$ cat src/sv/sfsr_pkg.sv
// Shared types and constants of the stream fair-share release regulator.
package sfsr_pkg;

  localparam int MAX_STREAMS = 8;
  localparam int SW          = 3;
  localparam int RUN_MAX     = 64;
  localparam int KW          = 7;
  localparam int CAPW        = 7;
  localparam int SIUW        = 4;
  localparam int NW          = 4;
  localparam int NUMW        = CAPW + 2;
  localparam int DENW        = SW + 2;

  localparam logic [CAPW-1:0] RESET_CAP   = 7'd32;
  localparam logic [SIUW-1:0] RESET_SIU   = 4'd8;
  localparam int              RESET_LIMIT = 4;

  typedef enum logic [1:0] {
    OP_ENQ = 2'd0,
    OP_REL = 2'd1,
    OP_CMP = 2'd2,
    OP_NOP = 2'd3
  } op_e;

  typedef enum logic {
    STAT_RELEASED = 1'b0,
    STAT_DROPPED  = 1'b1
  } status_e;

  typedef enum logic {
    REG_TCAP = 1'b0,
    REG_SIU  = 1'b1
  } reg_e;

  typedef enum logic [3:0] {
    S_IDLE,
    S_REL_SCAN,
    S_REL_CAPT,
    S_REL_FLUSH,
    S_RB_SUM,
    S_RB_SORT,
    S_RB_DIV,
    S_RB_WAIT,
    S_RB_DECIDE,
    S_RB_ALL,
    S_RB_HI,
    S_RB_LO
  } state_e;

  typedef struct packed {
    logic            start;
    logic [NUMW-1:0] num;
    logic [DENW-1:0] den;
  } div_req_t;

endpackage

$ cat src/sv/sfsr_div.sv
// Restoring divider, one quotient bit per cycle.
module sfsr_div (
  input  logic                      clk_i,
  input  logic                      rst_ni,
  input  sfsr_pkg::div_req_t        req_i,
  output logic                      done_o,
  output logic [sfsr_pkg::NUMW-1:0] quo_o
);
  localparam int CW = $clog2(sfsr_pkg::NUMW + 1);

  logic [sfsr_pkg::NUMW-1:0] quo_q, quo_d;
  logic [sfsr_pkg::DENW:0]   rem_q, rem_d;
  logic [sfsr_pkg::DENW-1:0] den_q, den_d;
  logic [CW-1:0]             cnt_q, cnt_d;
  logic                      busy_q, busy_d, done_q, done_d;
  logic [sfsr_pkg::DENW:0]   trial;

  always_comb begin
    quo_d  = quo_q;
    rem_d  = rem_q;
    den_d  = den_q;
    cnt_d  = cnt_q;
    busy_d = busy_q;
    done_d = 1'b0;
    trial  = {rem_q[sfsr_pkg::DENW-1:0], quo_q[sfsr_pkg::NUMW-1]};
    if (req_i.start) begin
      quo_d  = req_i.num;
      rem_d  = '0;
      den_d  = req_i.den;
      cnt_d  = CW'(sfsr_pkg::NUMW);
      busy_d = 1'b1;
    end else if (busy_q) begin
      // shift in the next numerator bit, subtract where it fits
      if (trial >= {1'b0, den_q}) begin
        rem_d = trial - {1'b0, den_q};
        quo_d = {quo_q[sfsr_pkg::NUMW-2:0], 1'b1};
      end else begin
        rem_d = trial;
        quo_d = {quo_q[sfsr_pkg::NUMW-2:0], 1'b0};
      end
      cnt_d = cnt_q - 1'b1;
      if (cnt_q == CW'(1)) begin
        busy_d = 1'b0;
        done_d = 1'b1;
      end
    end
  end

  always_ff @(posedge clk_i or negedge rst_ni) begin
    if (!rst_ni) begin
      busy_q <= 1'b0;
      done_q <= 1'b0;
      cnt_q  <= '0;
    end else begin
      busy_q <= busy_d;
      done_q <= done_d;
      cnt_q  <= cnt_d;
    end
  end

  always_ff @(posedge clk_i) begin
    quo_q <= quo_d;
    rem_q <= rem_d;
    den_q <= den_d;
  end

  assign done_o = done_q;
  assign quo_o  = quo_q;
endmodule

$ cat config.mk
export PLATFORM = sky130hd
export DESIGN_NAME = sfsr_div
export DESIGN_NICKNAME = d
export VERILOG_FILES = /design/src/sv/sfsr_pkg.sv /design/src/sv/sfsr_div.sv
export SDC_FILE = /design/constraint.sdc
export NUM_CORES = 1
export LEC_CHECK = 0
export BUFFER_PORTS_ARGS = -buffer_cell sky130_fd_sc_hd__buf_2
export CORE_MARGIN = 4
export CORE_UTILIZATION = 35
export CTS_CLUSTER_SIZE = 25
export DETAILED_ROUTE_END_ITERATION = 16
export PLACE_DENSITY = 0.62
export SLEW_MARGIN = 5
export SYNTH_ARGS = -nofsm -noshare
export SYNTH_HDL_FRONTEND = slang
export SYNTH_SLANG_ARGS = --single-unit
export TNS_END_PERCENT = 5
$ cat constraint.sdc
create_clock -name clk_i -period 5.5 [get_ports clk_i]
set_clock_uncertainty 0.05 [all_clocks]
set_input_delay 0.55 -clock clk_i [delete_from_list [all_inputs] [get_ports clk_i]]
set_output_delay 0.55 -clock clk_i [all_outputs]
set_load 0.02 [all_outputs]
Word level (Yosys, flattened, before mapping) --
Cells that the tools add are included.
Word-level totals: register bits 25, output and inout port bits 10, logic and storage cells 23
Cells by class: magnitude comparators 1, reduce and logical (&&, ||, !) cells 1, mux-type cells 12, $add $sub $neg 2, eq/ne operators 1
Operator list (number):
- 9-bit 2-to-1 mux | 2
- 4-bit 2-to-1 mux | 2
- 1-bit 2-to-1 mux | 7
- 6-bit by 5-bit >= comparator with 1-bit output | 1
- 5-bit 2-to-1 mux | 1
- 5-bit subtractor | 1
- 4-bit by 1-bit == test with 1-bit output, second input constant | 1
- 4-bit by 1-bit subtractor with 4-bit output, second input constant | 1
- 2-bit nonzero test | 1

Depth between registers and ports, before layout --
Gate-level depths: netlist of the first run.
depth in word-level cells 4, mapped depth 8, gate-level depth less buffers 8

Worst setup path before layout of the first run --
No wires, ideal clock.
kind register -> register, start reg quo_q (netlist bit quo_o[8]), end reg quo_q (netlist bit quo_o[0]) (data pin), arrival 1.920 ns, cell stages (with the launch flop) 9, path slack 3.270 ns, required time 5.190 ns, path buffers 0, period minus slack after synthesis 2.230 ns, cells stage by stage edfxtp_1 inv_1 ha_1 inv_1 fa_1 a21o_1 o211ai_1 nand2_1 mux2_2
Between the ends: cells in the longest elaborated chain, start to end 4
Ends and longest elaborated chain:
- from (decl) | RTL line sfsr_div.sv:11 | logic [sfsr_pkg::NUMW-1:0] quo_q, quo_d;
- from (signal assigned) | RTL line sfsr_div.sv:62 | quo_q <= quo_d;
- 6-bit by 5-bit >= comparator with 1-bit output | RTL line sfsr_div.sv:34 | if (trial >= {1'b0, den_q}) begin
- 1-bit 2-to-1 mux | RTL line sfsr_div.sv:34
- 9-bit 2-to-1 mux | RTL line sfsr_div.sv:32 | end else if (busy_q) begin
- 9-bit 2-to-1 mux | RTL line sfsr_div.sv:26 | if (req_i.start) begin
- net quo_d (one bit) | RTL line sfsr_div.sv:11
The timed path passes the listed nets, and every way through them passes these cells. The select of a mux whose other input is x is not followed. A chain may end at the register's enable or synchronous reset.

Worst setup path after layout of the first run --
Ends and elaborated chain as after synthesis.

==> summary.txt, run 1 <==
Outcome
  • Status: complete, no violations

Drt
  • Post-DRT Antenna Nets: 0
  • WL per Instance: 13.5 um
  • Pre-antenna DRT Iters: 4
  • Final WL: 2420 um
  • Drt first-iter violations: 23
  • Vias: 861
  • Mean number of vias per cell: 4.81
  • # DRC: 0

Placed design
  • Area post-placement: 1440 um^2
  • Placed cell count: 174
  • Detail Placement HPWL: 1810 um
  • RePlAce Congestion: 0.817
  • Port buffer count: 26
  • Pre-CTS setup slack: 3.25 ns

STA
  • Setup TNS: 0 ns
  • Worst hold slack: 0.343 ns
  • Slew Viols, Final: 0
  • Final worst-path cycle share: 41.1%
  • Final Hold Viols: 0
  • Worst-margin pin slew: 0.518 ns
  • Post-layout min period: 2.26 ns
  • Final setup margin: 3.24 ns
  • F_max: 0.443 GHz
  • RSZ-0062 raised after global routing: false
  • Max_slew headroom: 65.4%
  • Setup violations, final: 0

Floorplan
  • DIE AREA: 4650 um^2
  • Core area: 3420 um^2
  • Die width: 68.2 um
  • Rows: 21
  • Starting Density: 37.1%
  • Die Y: 68.2 um
  • Num ports: 27

Global routing
  • Initial antenna violation count: 0
  • Global-route wire length before repair: 4210 um
  • Vias in the first global route: 952
  • Largest net degree at the start of global routing: 28
  • GRT Util Overall: 12.4%
  • Grt ovf: 0

Cells and area
  • N_diodes: 0
  • Final std cells w/o fill: 179
  • Fillcell total: 350
  • Area growth syn-to-layout: 16.4%
  • Fin area: 1480 um^2
  • Nets@finish: 159
  • Share of cells above drive strength 1: 31.6%
  • Area of the multi-input gates: 543 um^2
  • Register area: 671 um^2

Critical path
  • Data required, critical path: 5.53 ns
  • CP max-delay cell: edfxtp_1
  • CP cell instances: inv_1, ha_1, inv_1, fa_1, a21o_1, o211ai_1, nand2_1, mux2_2
  • Max incr delay on CP: 0.40 ns
  • Worst r2r src: quo_o[8]
  • CP Max Fanout: 4
  • Top cell by count, worst path: inv_1
  • Crit end category: register
  • R2R Setup Slk: 3.24 ns
  • CP Class: reg -> reg
  • WP data arrival: 2.29 ns
  • Worst r2r dst: quo_o[0]
  • Setup crit start kind: register
  • Worst Reg2Reg Path Length in Cells: 8

Yosys
  • Netlist Area Pre-Place: 1270 um^2
  • YS warnings: 0
  • Mapped Cells: 106
  • Asr flop ratio synth: 24.0%
  • Number of register bits inferred by synthesis: 25
  • Post-Syn Nets: 131
  • Post-synth EDFFs: 14
  • Seq/Total Area, Yosys: 52.9%
  • Yosys cell types: 38
  • Mapped Avg Cell Area: 12.0 um^2
  • Main synth FF type: edfxtp_1

Clocking
  • Clk_lat worst skew: 0.32 ns
  • Postcts setup bufs: 0
  • Clock sinks: 25
  • Max clock buf depth: 2
  • H-tree levels: 1
  • CTS root buf: clkbuf_4
  • CTS buffer count: 3
  • CTS tree: yes
  • PostCTS Resize Cnt: 0
  • Clock transition at path regs: 0.14 ns

Pwr
  • Power density over the cells: 417 nW/um^2
  • Max IR drop VDD: 0.166 mV
  • Leak Pwr: 0.667 nW

Flow run
  • Total of max-cap violations: 0

Worst hold path
  • Hold path cells: 1
  • Hold Path Class: in -> reg
  • Hold_sp: req_i[2]
  • Hold endpoint: den_q[2]
registers in the layout, indices dropped and copies added (netlist names):
signal and cells:
busy_q 1, quo_o 9, rem_q 5, done_o 1, cnt_q 4, den_q 5
cell usage in the layout (no fill, tap or decap), drive strengths merged, types with 2 or more instances in the layout:
master / n
a21o: 2
a21oi: 2
a311oi: 2
buf: 26
clkbuf: 4
dfrtp: 6
dfxtp: 5
edfxtp: 14
ha: 7
inv: 10
mux2: 10
nand2: 8
nand2b: 3
nor2: 7
xnor2: 2
xor2: 3
cell families after synthesis:
| group | synth area share, % |
|---|---|
| adder cells (fa/ha/maj) | 8.49 |
| AO/OA/AOI/OAI | 9.77 |
| buffers and inverters | 4.24 |
| XOR/XNOR | 3.46 |
| multiplexers | 9.18 |
| flip-flops | 52.9 |
| AND/OR/NAND/NOR | 11.9 |
how the worst max path moves through the flow:
stage	slack, ns	startpoint	to
6_report	3.24	quo_o[8]	quo_o[0]
5_1_grt	3.06	quo_o[8]	quo_o[0]
4_1_cts	3.24	quo_o[8]	quo_o[0]
3_5_place_dp	3.25	quo_o[8]	quo_o[0]
3_3_place_gp	3.33	quo_o[8]	quo_o[0]
2_1_floorplan	3.27	quo_o[8]	quo_o[0]
cell usage after synthesis, types with 3 or more instances:
master	instances	share of area (%)
edfxtp_1	14	33
xor2_1	3	2.1
dfxtp_1	5	7.9
clkbuf_1	3	0.89
inv_1	10	3.0
nand2_1	8	2.4
ha_1	7	6.9
dfrtp_1	6	12
nand2b_1	3	1.5
mux2_2	9	8.0
nor2_1	7	2.1
metal layers:
| layer | vias to the layer above | wire [um] | GRT usage [%] |
|---|---|---|---|
| li1 | 428 | - | - |
| met2 | 22 | 1180 | 20.7 |
| met3 | 7 | 85 | 1.81 |
| met4 | 0 | 73 | 7.44 |
| met1 | 404 | 1080 | 15.1 |
| met5 | - | 0 | 0 |
area by class of cell:
type	count	area share (%)
clock buffers	4	1.78
inverters	10	2.54
multi-input cells	67	36.8
flip-flops and latches	25	45.5
well taps	46	3.90
repair buffers	27	9.50
repair_timing:
item,in CTS,in global routing
hold buffers,1,0
setup endpoints to repair,0,0
endpoints found under the hold margin,6,0
critical path, delay by kind of cell (launching register included):
family	cells	cell delay (ns)
AO/OA/AOI/OAI	2	0.44
flip-flops	1	0.40
multiplexers	1	0.29
buffers and inverters	2	0.14
AND/OR/NAND/NOR	1	0.16
adder cells (fa/ha/maj)	2	0.55
power by group:
part	total, mW	internal, mW	switching (mW)
clock network	0.0817	0.0284	0.0533
logic	0.237	0.107	0.130
registers	0.296	0.253	0.0427
metrics by stage:
step	power (mW)	utilization [%]
after floorplan	0.471	-
after global placement	0.529	42.1
after detailed placement	0.537	42.1
after CTS	0.622	43.2
after global routing	0.666	43.2
final	0.615	43.2
Note: power is estimated with default switching activity, not from simulation.
==> run 2, diff against run 1 <==
--- a/config.mk
+++ b/config.mk
@@ -10,7 +10,7 @@
 export CORE_UTILIZATION = 35
 export CTS_CLUSTER_SIZE = 25
 export DETAILED_ROUTE_END_ITERATION = 16
-export PLACE_DENSITY = 0.62
+export PLACE_DENSITY = 0.64
 export SLEW_MARGIN = 5
 export SYNTH_ARGS = -nofsm -noshare
 export SYNTH_HDL_FRONTEND = slang
==> constraint.sdc (replaced) <==
create_clock -name clk_i -period 1.9 [get_ports clk_i]
set_clock_uncertainty 0.05 [all_clocks]
set_input_delay 0.19 -clock clk_i [delete_from_list [all_inputs] [get_ports clk_i]]
set_output_delay 0.19 -clock clk_i [all_outputs]
set_load 0.02 [all_outputs]
==> summary.txt, run 2 (synthesized netlist as in run 1, its figures left out) <==
Placed design
  • Pre-CTS setup slack: -0.248 ns (-3.49 ns)
  • Area post-placement: 1470 um^2 (+2.3%)
  • Port buffer count: 26 (unchanged)
  • RePlAce Congestion: 0.814 (-0.32%)
  • Detail Placement HPWL: 1830 um (+0.98%)

Global routing
  • Initial antenna violation count: 0 (unchanged)
  • Grt ovf: 0 (unchanged)
  • Vias in the first global route: 946 (-0.63%)
  • Largest net degree at the start of global routing: 25 (-11%)
  • GRT Util Overall: 12.5% (+0.11 points)
  • Global-route wire length before repair: 4280 um (+1.8%)

Cells and area
  • Most frequent cells in the layout: buf_2 (26), edfxtp_1 (14), inv_1 (8), mux2_2 (8)
  • Area growth syn-to-layout: 27.2%
  • Nets@finish: 170 (+6.9%)
  • Leading cell type in the layout, fill and taps excluded: buf_2
  • N_diodes: 0 (unchanged)
  • Share of cells above drive strength 1: 38.9% (+7.3 points)
  • Fin area: 1610 um^2 (+9.3%)
  • Largest register FFs: 9 (unchanged)
  • Post-Route Utilization: 47.2% (+4.0 points)

Critical path
  • Crit end category: register
  • Data required, critical path: 1.93 ns (-3.60 ns)
  • Setup crit start kind: register
  • Worst r2r src: quo_o[8]
  • CP Max Fanout: 3 (-1)
  • R2R Setup Slk: -0.29 ns (-3.53 ns)
  • Top cell by count, worst path: inv_2
  • Worst Reg2Reg Path Length in Cells: 8 (unchanged)
  • CP Class: reg -> reg
  • WP data arrival: 2.21 ns (-0.08 ns)
  • Worst r2r dst: quo_o[0]
  • Max incr delay on CP: 0.43 ns (+0.03 ns)
  • CP max-delay cell: edfxtp_1
  • CP cell instances: inv_2, ha_4, inv_2, fa_2, a21o_1, o211ai_1, nand2_2, mux2_4

Pwr
  • Max IR drop VDD: 0.549 mV (+230%)
  • Power density over the cells: 1180 nW/um^2 (+180%)
  • Leak Pwr: 0.722 nW (+8.3%)

Worst hold path
  • Hold endpoint: quo_o[3]
  • Hold Path Class: in -> reg
  • Hold path cells: 2 (+1)
  • Hold_sp: req_i[8]

STA
  • Setup violations, final: 6 (+6)
  • Final Hold Viols: 0 (unchanged)
  • F_max: 0.457 GHz (+3.3%)
  • Worst-margin pin slew: 0.506 ns (-0.0124 ns)
  • Max_slew headroom: 66.3% (+0.83 points)
  • Slew Viols, Final: 0 (unchanged)
  • Final setup margin: -0.287 ns (-3.53 ns)
  • Post-layout min period: 2.19 ns (-0.0732 ns)
  • Final worst-path cycle share: 115% (+74 points)
  • RSZ-0062 raised after global routing: true

Floorplan
  • Rows: 21 (unchanged)
  • Die width: 68.2 um (unchanged)
  • Die Y: 68.2 um (unchanged)
  • Core area: 3420 um^2 (unchanged)
  • Starting Density: 37.1% (unchanged)
  • DIE AREA: 4650 um^2 (unchanged)
  • Num ports: 27 (unchanged)

Clocking
  • Clock sinks: 25 (unchanged)
  • CTS buffer count: 3 (unchanged)
  • Clock transition at path regs: 0.13 ns (about the same)
  • Max clock buf depth: 2 (unchanged)
  • H-tree levels: 1 (unchanged)
  • CTS root buf: clkbuf_4
  • CTS tree: yes
  • Clk_lat worst skew: 0.31 ns (about the same)

Drt
  • Post-DRT Antenna Nets: 0 (unchanged)
  • Mean number of vias per cell: 4.82 (+0.12%)
  • Final WL: 2540 um (+4.8%)
  • WL per Instance: 13.4 um (-1.2%)
  • Pre-antenna DRT Iters: 4 (unchanged)
  • Drt first-iter violations: 34 (+48%)
  • Vias: 915 (+6.3%)
  • # DRC: 0 (unchanged)

Outcome
  • Status: complete, but fails checks
  • Failing checks: setup timing

Flow run
  • Total of max-cap violations: 0 (unchanged)
==> run 2: layout make-up <==
| type | count | area [um^2] |
|---|---|---|
| multi-input cells | 67 | 582 |
| flip-flops and latches | 25 | 671 |
| clock buffers | 4 | 26.3 |
| repair buffers | 38 | 239 |
| well taps | 46 | 57.6 |
| fillers | 326 | 1800 |
| inverters | 10 | 37.5 |
==> run 2: worst max-delay path: cells and delay by family, from the launching register on <==
family,cells,cell delay (ns)
adders and majority gates,2,0.49
AOI/OAI and AO/OA,2,0.47
DFF,1,0.43
muxes,1,0.28
buffers and inverters,2,0.14
and+or+nand+nor,1,0.12
==> run 2: per-layer routing <==
layer	global-route usage, %	wire [um]	vias up
met1	14.5	1060	431
met3	2.46	132	6
met5	0	0	-
met4	7.20	65	0
met2	21.4	1280	23
li1	-	-	455
==> run 2: what timing repair did <==
action,in CTS,in global routing
endpoints found under the hold margin,11,0
setup buffers,1,1
gates resized for setup,4,6
gates cloned,0,0
endpoints found under the setup margin,6,6
pin swaps,4,5
hold buffers,6,0
==> run 2: how the worst max path moves through the flow <==
stage	from	end	slack, ns	cells after the start
5_1_grt	quo_o[8]	quo_o[0]	-0.37	8
2_1_floorplan	quo_o[8]	quo_o[0]	-0.29	8
6_report	quo_o[8]	quo_o[0]	-0.29	8
3_3_place_gp	quo_o[8]	quo_o[0]	-0.19	8
4_1_cts	quo_o[8]	quo_o[0]	-0.24	8
3_5_place_dp	quo_o[8]	rem_q[4]	-0.25	8
==> run 2: through the flow <==
step / power, mW / hold slack (ns) / instances / setup TNS [ns]
floorplan: 1.37 / -0.156 / 106 / -0.973
global placement: 1.56 / -0.0347 / 178 / -0.812
detailed placement: 1.59 / -0.0288 / 178 / -1.16
CTS: 1.88 / 0.112 / 189 / -1.18
global route: 2.05 / 0.108 / 190 / -1.95
finish: 1.90 / 0.125 / 190 / -1.32
==> run 2: where the power goes <==
part / leakage [nW] / switching [mW] / internal [mW] / total (mW)
Combinational: 0.452 / 0.417 / 0.396 / 0.813
Clock: 0.0150 / 0.149 / 0.0818 / 0.231
Sequential: 0.256 / 0.124 / 0.733 / 0.857
Total: 0.722 / 0.689 / 1.21 / 1.90
==> run 3, diff against run 2 <==
--- a/config.mk
+++ b/config.mk
@@ -7,10 +7,10 @@
 export LEC_CHECK = 0
 export BUFFER_PORTS_ARGS = -buffer_cell sky130_fd_sc_hd__buf_2
 export CORE_MARGIN = 4
-export CORE_UTILIZATION = 35
+export CORE_UTILIZATION = 34
 export CTS_CLUSTER_SIZE = 25
 export DETAILED_ROUTE_END_ITERATION = 16
-export PLACE_DENSITY = 0.64
+export PLACE_DENSITY = 0.63
 export SLEW_MARGIN = 5
 export SYNTH_ARGS = -nofsm -noshare
 export SYNTH_HDL_FRONTEND = slang
==> summary.txt, run 3 (synthesized netlist as in run 1, its figures left out) <==
Outcome
  • Status: complete, but fails checks
  • Failing checks: setup timing

Clocking
  • CTS tree: yes
  • Clk_lat worst skew: 0.27 ns (-0.04 ns)
  • Clock transition at path regs: 0.09 ns (-0.04 ns)
  • CTS buffer count: 3 (unchanged)
  • Max clock buf depth: 2 (unchanged)
  • H-tree levels: 1 (unchanged)
  • Clock sinks: 25 (unchanged)
  • CTS root buf: clkbuf_8

Cells and area
  • Nets@finish: 167 (-1.8%)
  • Final std cells w/o fill: 187 (-1.6%)
  • Most frequent cells in the layout: buf_2 (26), edfxtp_1 (14)
  • Area growth syn-to-layout: 25.8%
  • Share of cells above drive strength 1: 41.1% (+2.2 points)
  • Leading cell type in the layout, fill and taps excluded: buf_2
  • Largest register FFs: 9 (unchanged)
  • Post-Route Utilization: 46.0% (-1.3 points)
  • N_diodes: 0 (unchanged)

Critical path
  • Max incr delay on CP: 0.41 ns (-0.02 ns)
  • CP Class: reg -> reg
  • Delay-heaviest family, CP: adder cells
  • CP max-delay cell: edfxtp_1
  • Top cell by count, worst path: inv_2
  • Worst path bufs/invs: 2 (unchanged)
  • WP data arrival: 2.11 ns (-0.10 ns)
  • CP Max Fanout: 4 (+1)
  • Data required, critical path: 1.89 ns (-0.04 ns)
  • Crit end category: register
  • Setup crit start kind: register
  • CP cell instances: inv_2, ha_4, inv_2, fa_2, a21o_1, o211ai_1, nand2_1, mux2_4

Global routing
  • Vias in the first global route: 965 (+2.0%)
  • GRT Util Overall: 11.1% (-1.4 points)
  • Grt ovf: 0 (unchanged)
  • Global-route wire length before repair: 4260 um (-0.47%)
  • Initial antenna violation count: 0 (unchanged)
  • Largest net degree at the start of global routing: 28 (+12%)

Pwr
  • Power, Total: 2.01 mW (+5.5%)
  • Max IR drop VDD: 0.562 mV (+2.4%)
  • Power density over the cells: 1260 nW/um^2 (+6.7%)
  • Leak Pwr: 0.717 nW (-0.79%)

Worst hold path
  • Hold Path Class: in -> reg

Placed design
  • Detail Placement HPWL: 1890 um (+3.4%)
  • RePlAce Congestion: 0.795 (-2.3%)
  • Port buffer count: 26 (unchanged)
  • Placed cell count: 178 (unchanged)

Drt
  • Drt first-iter violations: 20 (-41%)
  • # DRC: 0 (unchanged)
  • Mean number of vias per cell: 4.82 (+0.16%)
  • WL per Instance: 13.5 um (+0.92%)
  • Post-DRT Antenna Nets: 0 (unchanged)
  • Vias: 902 (-1.4%)
  • Final WL: 2520 um (-0.67%)
  • Pre-antenna DRT Iters: 4 (unchanged)

STA
  • Worst-margin pin slew: 0.524 ns (+0.0179 ns)
  • F_max: 0.472 GHz (+3.2%)
  • Setup violations, final: 6 (unchanged)
  • Max_slew headroom: 65.1% (-1.2 points)
  • Final Hold Viols: 0 (unchanged)
  • RSZ-0062 raised after global routing: true
  • Final worst-path cycle share: 112% (-3.6 points)
  • Slew Viols, Final: 0 (unchanged)
  • Post-layout min period: 2.12 ns (-0.0681 ns)
  • Final setup margin: -0.219 ns (+0.0681 ns)

Flow run
  • Total of max-cap violations: 0 (unchanged)

Floorplan
  • Starting Density: 36.5% (-0.56 points)
  • Num ports: 27 (unchanged)
  • DIE AREA: 4770 um^2 (+2.6%)
  • Die width: 69.1 um (+1.3%)
  • Die Y: 69.1 um (+1.3%)
  • Core area: 3470 um^2 (+1.5%)
  • Rows: 21 (unchanged)
run 3: worst paths after layout:
| check | depth (start not counted) | startpoint | end | slack (ns) |
|---|---|---|---|---|
| worst max-delay path | 8 | quo_o[8] | quo_o[0] | -0.22 |
| worst min-delay path | 1 | req_i[2] | den_q[2] | 0.04 |
| worst max register to register | 8 | quo_o[8] | quo_o[0] | -0.22 |
| worst min register to register | 2 | rem_q[4] | rem_q[4] | 0.43 |
| max in group asynchronous | 2 | rst_ni | busy_q | 1.45 |
| min in group asynchronous | 2 | rst_ni | cnt_q[0] | 0.21 |
run 3: layout make-up:
class	count	area, um^2
Tap cell	46	57.6
Sequential cell	25	671
Multi-Input combinational cell	67	579
Clock buffer	3	41.3
Fill cell	324	1870
Timing Repair Buffer	35	200
Inverter	10	37.5
Clock inverter	1	7.51
run 3: per-stage QoR:
stage | hold slack, ns | TNS [ns] | cell area (um^2) | setup WS, ns
finish | 0.0410 | -0.811 | 1590 | -0.219
global placement | -0.0328 | -0.776 | 1470 | -0.191
floorplan | -0.156 | -0.973 | 1270 | -0.290
detailed placement | -0.0298 | -1.17 | 1470 | -0.273
CTS | 0.0375 | -1.07 | 1590 | -0.247
global route | 0.0333 | -1.41 | 1590 | -0.293
run 3: where the power goes:
part           total (mW)  internal [mW]  switching, mW
sequential          0.853          0.735          0.119
combinational       0.826          0.404          0.422
clock               0.326          0.149          0.177
total                2.01           1.29          0.718
run 3: repair_timing:
item                       CTS  global route
setup endpoints to repair    6             6
hold endpoints to repair     6             0
setup buffers                3             1
hold buffers                 1             0
gates resized for setup      8             0
pin swaps                    8             4
run 3: metal layers:
| layer | up-vias | wire length (um) | track usage [%] |
|---|---|---|---|
| li1 | 448 | - | - |
| met1 | 426 | 1100 | 13.5 |
| met2 | 23 | 1270 | 18.4 |
| met3 | 5 | 108 | 2.18 |
| met4 | 0 | 48 | 5.86 |
| met5 | - | 0 | 0 |
